File: src/design/dwrpid_pkg.sv
package dwrpid_pkg;

   localparam int SPEED_W    = 16;
   localparam int DT_W       = 16;
   localparam int GAIN_W     = 16;
   localparam int LIMIT_W    = 22;
   localparam int DUTY_W     = 13;
   localparam int CSR_IDX_W  = 3;
   localparam int CSR_DATA_W = 22;
   localparam int ERR_W      = 17;
   localparam int INTEG_W    = 23;

   // derivative divider: |error change| * 65536 over the interval
   localparam int DIVIDEND_W = 33;
   localparam int QUO_W      = 33;

   typedef enum logic [CSR_IDX_W-1:0] {
      REG_GAIN_P         = 3'd0,
      REG_GAIN_I         = 3'd1,
      REG_GAIN_D         = 3'd2,
      REG_INTEGRAL_LIMIT = 3'd3,
      REG_DUTY_BASE      = 3'd4,
      REG_TARGET_LEFT    = 3'd5,
      REG_TARGET_RIGHT   = 3'd6,
      REG_RUN_ENABLE     = 3'd7
   } reg_index_type;

   typedef struct packed {
      logic [GAIN_W-1:0]  gain_p;
      logic [GAIN_W-1:0]  gain_i;
      logic [GAIN_W-1:0]  gain_d;
      logic [LIMIT_W-1:0] integral_limit;
      logic [DUTY_W-1:0]  duty_base;
   } lane_cfg_type;

   typedef struct packed {
      logic start;
      logic take;
      logic clear;
   } lane_ctrl_type;

   typedef struct packed {
      logic              done;
      logic [DUTY_W-1:0] duty;
   } lane_stat_type;

endpackage

File: src/design/dwrpid_div.sv
// Unsigned restoring divider, one quotient bit per cycle.
module dwrpid_div (
   input  logic                                 clock,
   input  logic                                 reset,
   input  logic                                 start,
   input  logic [dwrpid_pkg::DIVIDEND_W-1:0]    dividend,
   input  logic [dwrpid_pkg::DT_W-1:0]          divisor,
   output logic                                 busy,
   output logic [dwrpid_pkg::QUO_W-1:0]         quotient
);

   localparam int STEPS = dwrpid_pkg::DIVIDEND_W;
   localparam int CNT_W = $clog2(STEPS);
   localparam logic [CNT_W-1:0] LAST = CNT_W'(STEPS - 1);

   logic                                busy_ff;
   logic [CNT_W-1:0]                    cnt_ff;
   logic [dwrpid_pkg::DT_W-1:0]         rem_ff;
   logic [dwrpid_pkg::DIVIDEND_W-1:0]   quo_ff;

   logic [dwrpid_pkg::DT_W:0]           rem_sh;
   logic                                ge;
   logic [dwrpid_pkg::DT_W:0]           rem_sub;

   assign rem_sh  = {rem_ff, quo_ff[dwrpid_pkg::DIVIDEND_W-1]};
   assign ge      = rem_sh >= {1'b0, divisor};
   assign rem_sub = rem_sh - {1'b0, divisor};

   always_ff @(posedge clock) begin
      if (reset) begin
         busy_ff <= 1'b0;
         cnt_ff  <= '0;
      end else if (start) begin
         busy_ff <= 1'b1;
         cnt_ff  <= '0;
         rem_ff  <= '0;
         quo_ff  <= dividend;
      end else if (busy_ff) begin
         rem_ff <= ge ? rem_sub[dwrpid_pkg::DT_W-1:0] : rem_sh[dwrpid_pkg::DT_W-1:0];
         quo_ff <= {quo_ff[dwrpid_pkg::DIVIDEND_W-2:0], ge};
         cnt_ff <= cnt_ff + 1'b1;
         if (cnt_ff == LAST) begin
            busy_ff <= 1'b0;
         end
      end
   end

   assign busy     = busy_ff;
   assign quotient = quo_ff;

endmodule

File: src/design/dwrpid_lane.sv
// One wheel's PID step: shared multiplier sequenced over states,
// derivative divider running alongside.
module dwrpid_lane #(
   parameter int unsigned DUTY_TOP = 8191
) (
   input  logic                                    clock,
   input  logic                                    reset,
   input  dwrpid_pkg::lane_ctrl_type               ctrl,
   input  dwrpid_pkg::lane_cfg_type                cfg,
   input  logic signed [dwrpid_pkg::SPEED_W-1:0]   target,
   input  logic signed [dwrpid_pkg::SPEED_W-1:0]   speed,
   input  logic        [dwrpid_pkg::DT_W-1:0]      dt,
   output dwrpid_pkg::lane_stat_type               stat
);

   localparam int ERR_W   = dwrpid_pkg::ERR_W;
   localparam int INTEG_W = dwrpid_pkg::INTEG_W;
   localparam int OPA_W   = 32;
   localparam int PROD_W  = OPA_W + dwrpid_pkg::GAIN_W + 1;
   localparam int ACC_W   = PROD_W + 9;
   localparam int SUMI_W  = 28;
   localparam int QOUT_W  = ACC_W - 20;
   localparam int DSUM_W  = QOUT_W + 1;
   localparam int DUTY_W  = dwrpid_pkg::DUTY_W;

   localparam logic signed [DSUM_W-1:0] TOP_S   = DSUM_W'(DUTY_TOP);
   localparam logic signed [PROD_W-1:0] RND8    = PROD_W'(255);
   localparam logic signed [ACC_W-1:0]  RND20   = ACC_W'(1048575);
   localparam logic [dwrpid_pkg::QUO_W-1:0] QPOS_MAX = dwrpid_pkg::QUO_W'(32'h7FFF_FFFF);
   localparam logic [dwrpid_pkg::QUO_W-1:0] QNEG_MAX = dwrpid_pkg::QUO_W'(32'h8000_0000);

   typedef enum logic [3:0] {
      S_IDLE, S_MDT, S_INTEG, S_PI, S_IACC, S_DWAIT,
      S_MD, S_DACC, S_SUM, S_BASE, S_CLAMP, S_DONE
   } state_type;

   state_type                     state_ff;
   logic signed [ERR_W-1:0]       err_ff;
   logic signed [ERR_W-1:0]       prev_err_ff;
   logic signed [INTEG_W-1:0]     integ_sum_ff;
   logic                          diff_neg_ff;
   logic signed [OPA_W-1:0]       deriv_ff;
   logic signed [PROD_W-1:0]      prod_ff;
   logic signed [ACC_W-1:0]       acc_ff;
   logic signed [QOUT_W-1:0]      qout_ff;
   logic signed [DSUM_W-1:0]      dsum_ff;
   logic [DUTY_W-1:0]             duty_ff;

   logic                          target_pos;
   logic signed [ERR_W-1:0]       err_now;
   logic signed [ERR_W:0]         diff_now;
   logic [ERR_W-1:0]              diff_mag;
   logic                          div_start;
   logic                          div_busy;
   logic [dwrpid_pkg::QUO_W-1:0]  div_quo;

   logic signed [OPA_W-1:0]       opa;
   logic [dwrpid_pkg::GAIN_W-1:0] opb;
   logic signed [PROD_W-1:0]      prod_in;

   logic signed [PROD_W-1:0]      incr_full;
   logic signed [SUMI_W-1:0]      incr;
   logic signed [SUMI_W-1:0]      integ_raw;
   logic signed [SUMI_W-1:0]      lim_pos;
   logic signed [SUMI_W-1:0]      lim_neg;
   logic signed [SUMI_W-1:0]      integ_clamp;
   logic signed [ACC_W-1:0]       prod_sh;
   logic signed [ACC_W-1:0]       acc_rnd;
   logic signed [OPA_W-1:0]       deriv_sat;

   assign target_pos = !target[dwrpid_pkg::SPEED_W-1] && (target != '0);
   assign err_now    = ERR_W'(target) - ERR_W'(speed);
   assign diff_now   = (ERR_W+1)'(err_now) - (ERR_W+1)'(prev_err_ff);
   assign diff_mag   = diff_now[ERR_W] ? ERR_W'(-diff_now) : diff_now[ERR_W-1:0];
   assign div_start  = (state_ff == S_IDLE) && ctrl.start && target_pos && (dt != '0);

   dwrpid_div u_div (
      .clock    (clock),
      .reset    (reset),
      .start    (div_start),
      .dividend ({diff_mag, 16'd0}),
      .divisor  (dt),
      .busy     (div_busy),
      .quotient (div_quo)
   );

   // one multiplier, operands picked per step
   always_comb begin
      opa = OPA_W'(err_ff);
      opb = dt;
      unique case (state_ff)
         S_MDT: begin
            opa = OPA_W'(err_ff);
            opb = dt;
         end
         S_INTEG: begin
            opa = OPA_W'(err_ff);
            opb = cfg.gain_p;
         end
         S_PI: begin
            opa = OPA_W'(integ_sum_ff);
            opb = cfg.gain_i;
         end
         S_MD: begin
            opa = deriv_ff;
            opb = cfg.gain_d;
         end
         default: begin
            opa = OPA_W'(err_ff);
            opb = dt;
         end
      endcase
   end

   assign prod_in = opa * $signed({1'b0, opb});

   // integral: (err*dt)/256 toward zero, then clamp
   assign incr_full   = prod_ff + (prod_ff[PROD_W-1] ? RND8 : '0);
   assign incr        = SUMI_W'(incr_full >>> 8);
   assign integ_raw   = SUMI_W'(integ_sum_ff) + incr;
   assign lim_pos     = $signed({6'd0, cfg.integral_limit});
   assign lim_neg     = -lim_pos;
   assign integ_clamp = (integ_raw > lim_pos) ? lim_pos :
                        (integ_raw < lim_neg) ? lim_neg : integ_raw;

   assign prod_sh = ACC_W'($signed({prod_ff, 8'd0}));
   assign acc_rnd = acc_ff + (acc_ff[ACC_W-1] ? RND20 : '0);

   always_comb begin
      if (diff_neg_ff) begin
         deriv_sat = (div_quo > QNEG_MAX) ? $signed(32'h8000_0000)
                                          : -$signed(div_quo[OPA_W-1:0]);
      end else begin
         deriv_sat = (div_quo > QPOS_MAX) ? $signed(32'h7FFF_FFFF)
                                          : $signed(div_quo[OPA_W-1:0]);
      end
   end

   always_ff @(posedge clock) begin
      prod_ff <= prod_in;
      if (reset) begin
         state_ff     <= S_IDLE;
         integ_sum_ff <= '0;
         prev_err_ff  <= '0;
      end else begin
         unique case (state_ff)
            S_IDLE: begin
               if (ctrl.start) begin
                  if (target_pos) begin
                     err_ff      <= err_now;
                     diff_neg_ff <= diff_now[ERR_W];
                     state_ff    <= S_MDT;
                  end else begin
                     integ_sum_ff <= '0;
                     prev_err_ff  <= '0;
                     duty_ff      <= '0;
                     state_ff     <= S_DONE;
                  end
               end
            end
            S_MDT: state_ff <= S_INTEG;
            S_INTEG: begin
               integ_sum_ff <= integ_clamp[INTEG_W-1:0];
               state_ff     <= S_PI;
            end
            S_PI: begin
               acc_ff   <= prod_sh;
               state_ff <= S_IACC;
            end
            S_IACC: begin
               acc_ff   <= acc_ff + ACC_W'(prod_ff);
               state_ff <= S_DWAIT;
            end
            S_DWAIT: begin
               if (dt == '0) begin
                  deriv_ff <= '0;
                  state_ff <= S_MD;
               end else if (!div_busy) begin
                  deriv_ff <= deriv_sat;
                  state_ff <= S_MD;
               end
            end
            S_MD: state_ff <= S_DACC;
            S_DACC: begin
               acc_ff   <= acc_ff + prod_sh;
               state_ff <= S_SUM;
            end
            S_SUM: begin
               qout_ff     <= QOUT_W'(acc_rnd >>> 20);
               prev_err_ff <= err_ff;
               state_ff    <= S_BASE;
            end
            S_BASE: begin
               dsum_ff  <= DSUM_W'(qout_ff) + $signed({26'd0, cfg.duty_base});
               state_ff <= S_CLAMP;
            end
            S_CLAMP: begin
               if (dsum_ff[DSUM_W-1]) begin
                  duty_ff <= '0;
               end else if (dsum_ff > TOP_S) begin
                  duty_ff <= TOP_S[DUTY_W-1:0];
               end else begin
                  duty_ff <= dsum_ff[DUTY_W-1:0];
               end
               state_ff <= S_DONE;
            end
            S_DONE: begin
               if (ctrl.take) begin
                  state_ff <= S_IDLE;
               end
            end
            default: state_ff <= S_IDLE;
         endcase
         if (ctrl.clear) begin
            integ_sum_ff <= '0;
            prev_err_ff  <= '0;
         end
      end
   end

   assign stat.done = (state_ff == S_DONE);
   assign stat.duty = duty_ff;

endmodule

File: config.mk
export PLATFORM = sky130hd
export DESIGN_NAME = dwrpid_lane
export DESIGN_NICKNAME = d
export VERILOG_FILES = /design/src/design/dwrpid_pkg.sv /design/src/design/dwrpid_div.sv /design/src/design/dwrpid_lane.sv
export SDC_FILE = /design/constraint.sdc
export NUM_CORES = 2
export LEC_CHECK = 0
export ABC_AREA = 1
export BUFFER_PORTS_ARGS = -buffer_cell sky130_fd_sc_hd__buf_2
export CAP_MARGIN = 20
export CORE_MARGIN = 4
export CORE_UTILIZATION = 60
export DETAILED_ROUTE_END_ITERATION = 6
export GPL_ROUTABILITY_DRIVEN = 0
export PLACE_DENSITY = 0.87
export SKIP_CTS_REPAIR_TIMING = 1
export SLEW_MARGIN = 25
export SYNTH_ARGS = -nofsm -noshare
export SYNTH_HDL_FRONTEND = slang
export SYNTH_HIERARCHICAL = 1
export SYNTH_SLANG_ARGS = --single-unit
File: constraint.sdc
create_clock -name clock -period 9.05 [get_ports clock]
set_clock_uncertainty 0.1 [all_clocks]
set_input_delay 0.4525 -clock clock [delete_from_list [all_inputs] [get_ports clock]]
set_output_delay 0.4525 -clock clock [all_outputs]
set_load 0.01 [all_outputs]
==> results.py <==
metrics = {
    "timing": {
        "hold_viol_final": 0,
        "layout_min_cycle_time_ns": 8.45,
        "tns_ns": 0,
        "slew_viol_final": 0,
        "finalCritPeriodShare": 0.934,
        "max_freq_mhz": 118,
        "tightest_slew_ns": 1.10,
        "rsz0062_at_grt": "false",
        "setup_viol": 0,
        "maxSlewHeadroom": 0.257,
    },
    "floorplan": {
        "core_area_um2": 84000,
        "std_cell_rows": 106,
        "die_w_um": 299,
        "die_area_um2": 89600,
        "die_h_um": 299,
        "io_pins": 150,
        "initial_core_util": 0.607,
    },
    "placement": {
        "io_buffer_count": 149,
        "hpwl_um": 129000,
        "dp.cells": 8256,
        "placed_area_um2": 52700,
    },
    "worst_hold_path": {
        "whs_endpoint": "dsum_ff[0]$_DFFE_PP_",
        "hold_depth": 2,
        "min-delay-start": "cfg[0]",
        "hold_class": "in -> reg",
    },
    "worst_setup_path": {
        "crit_top_cell": "fa_1",
        "path_class": "reg -> reg",
        "reg2reg_slack_ns": 0.60,
        "cp.required_ns": 9.47,
        "reg2reg_depth": 31,
        "crit_family": "adder cells",
        "regToRegStartpoint": "state_ff[3]$_SDFFE_PP0P_",
        "worstPathArrival_ns": 8.87,
        "slowest_stage": "fa_1",
        "worst_setup_path_end_kind": "register",
        "critPathBufInv": 9,
        "start_kind": "register",
        "cp_max_fo": 34,
        "r2r-end": "prod_ff[46]$_DFF_P_",
        "critPathMaxStageDelay_ns": 0.56,
    },
    "logic_synthesis": {
        "syn_inst": 7062,
        "synth-edff-count": 247,
        "synth_ff_type": "edfxtp_1",
        "yosysWarnings": 6,
        "yosys.cell_types.count": 72,
        "avgSynthCellArea_um2": 7.21,
        "synthArstFlopShare": 0,
        "ys_ff_latch": 347,
        "synth_area_um2": 50900,
        "ys_seq_area_frac": 0.185,
    },
    "layout": {
        "fillers": 6787,
        "drive_gt1_frac": 0.0625,
        "finalNonFillerCells": 8337,
        "nNetsFinal": 8188,
        "syn_to_final_growth_pct": 6.14,
        "fin_area_um2": 54100,
        "fin_util": 0.644,
    },
    "drt": {
        "drtIter0Drc": 6909,
        "dr.pass1.iters": 7,
        "postRouteAntennaNets": 0,
        "viasPerCell": 5.98,
        "drcViolationCount": 105,
        "wire_per_inst_um": 19.3,
        "wirelength_um": 161000,
        "dr_total_vias": 49853,
    },
    "flow_run": {
        "drv_cap": 0,
    },
    "run_status": {
        "status": "finished with violations",
        "violations": "design-rule violations",
    },
    "global_route": {
        "grt_pass1_wl_um": 250000,
        "grt_pass1_vias": 48163,
        "groute.usage.overall": 0.349,
        "globalRouteOverflowTotal": 0,
        "antenna_found_initial": 11,
        "grt_max_degree": 51,
    },
    "clock_tree": {
        "cts_max_level": 2,
        "cts.sinks": 347,
        "clockBufferDepth": 3,
        "cts-root-buf": "clkbuf_16",
        "cts_buffers": 40,
        "clk_pin_slew_ns": 0.07,
        "cts_tree": "done",
        "clk_latency_ns": 0.60,
    },
}
-- synth_stat cells (all sizes together), types with 2 or more instances --
| library cell | n | area (µm²) |
|---|---|---|
| nor4 | 42 | 269 |
| xor2 | 153 | 1340 |
| buf | 110 | 661 |
| a41oi | 2 | 17.5 |
| inv | 1437 | 5400 |
| nor3b | 7 | 73.8 |
| dfxtp | 100 | 2000 |
| o21ai | 322 | 1690 |
| nand2 | 1632 | 6190 |
| o21bai | 33 | 263 |
| o21a | 26 | 195 |
| o221ai | 5 | 43.8 |
| nor2 | 711 | 2860 |
| o31ai | 5 | 37.5 |
| edfxtp | 247 | 7420 |
| fa | 496 | 9930 |
| or2 | 40 | 250 |
| ha | 392 | 4900 |
| a22o | 18 | 158 |
| o211ai | 24 | 180 |
| a21oi | 499 | 2500 |
| a221oi | 8 | 70.1 |
| nand3b | 29 | 218 |
| a211oi | 16 | 120 |
| a31oi | 34 | 213 |
| nand3 | 312 | 1600 |
| a21o | 27 | 203 |
| nand4 | 80 | 500 |
| a32o | 6 | 60.1 |
| nor3 | 100 | 527 |
| clkbuf | 39 | 146 |
| clkinv | 5 | 23.8 |
| a21boi | 5 | 41.3 |
| and3 | 9 | 56.3 |
| and2 | 8 | 50.1 |
| xnor2 | 75 | 657 |
-- per-layer routing --
metal  share of wire  global-route usage  vias to the layer above  wire (µm)
li1                -                   -                    22581          -
met1            0.35               0.426                    22905      56500
met2            0.43               0.542                     3473      68700
met3            0.14               0.104                      884      22300
met4           0.081               0.220                       10      13000
met5         0.00037                   0                        -         59
-- flip-flops by register name, indices dropped and copies added (netlist names) --
signal and flops:
integ_sum_ff 23, diff_neg_ff 1, u_div/quotient 33, err_ff 17
prev_err_ff 17, prod_ff 49, acc_ff 58, u_div/busy 1
dsum_ff 39, qout_ff 38, u_div/rem_ff 16, u_div/cnt_ff 6
state_ff 4, duty_ff 13, deriv_ff 32
-- logic make-up after synthesis --
| family | share of synthesized area |
|---|---|
| AND/OR/NAND/NOR | 0.247 |
| buffers and inverters | 0.122 |
| AO/OA/AOI/OAI | 0.115 |
| adder cells (fa/ha/maj) | 0.291 |
| flip-flops | 0.185 |
| XOR/XNOR | 0.0392 |
| other | 0.0000736 |
-- worst max path at each step --
stage                                  start                  end  slack (ns)  cells past startpoint
finish              state_ff[3]$_SDFFE_PP0P_  prod_ff[46]$_DFF_P_        0.60                     31
global route        state_ff[1]$_SDFFE_PP0P_  prod_ff[45]$_DFF_P_        0.18                     32
CTS                 state_ff[3]$_SDFFE_PP0P_  prod_ff[45]$_DFF_P_        0.63                     29
detailed placement  state_ff[3]$_SDFFE_PP0P_  prod_ff[45]$_DFF_P_        0.68                     29
global placement    state_ff[3]$_SDFFE_PP0P_  prod_ff[45]$_DFF_P_        0.90                     29
floorplan           state_ff[3]$_SDFFE_PP0P_  prod_ff[48]$_DFF_P_        1.90                     29
-- per-stage QoR --
| stage | hold slack, ns | setup slack (ns) |
|---|---|---|
| CTS | 0.0701 | 0.633 |
| floorplan | 0.322 | 1.90 |
| global placement | 0.336 | 0.904 |
| global route | 0.0734 | 0.182 |
| finish | 0.0844 | 0.600 |
| detailed placement | 0.340 | 0.678 |
-- worst reg2reg max path, delay by kind of cell, from the launching register on --
family                     cells  cell delay, ns
AOI/OAI and AO/OA              4            1.18
DFF                            1            0.45
buffers and inverters          9            1.21
and+or+nand+nor               10            1.68
adders and majority gates      7            3.57
xor gates and xnor gates       1            0.18
-- cell type report --
cell class	instances	area [µm²]	share of cell area
well taps	1134	1420	0.0262
diodes	7	17.5	0.000324
flip-flops and latches	347	9420	0.174
clock buffers	54	1100	0.0203
multi-input cells	5139	35400	0.655
repair buffers	194	1080	0.0200
inverters	1442	5430	0.100
clock inverters	20	198	0.00366
-- cells in the final DEF, fill, tap and decap left out, drive strengths merged, types with 153 or more instances in the layout --
| cell | n |
|---|---|
| a21oi | 499 |
| buf | 194 |
| edfxtp | 247 |
| fa | 496 |
| ha | 392 |
| inv | 1443 |
| nand2 | 1632 |
| nand3 | 312 |
| nor2 | 711 |
| o21ai | 322 |
| xor2 | 153 |
Power is not shown: default switching activity piles up to over one toggle a cycle in this logic, so the estimate is an artifact.
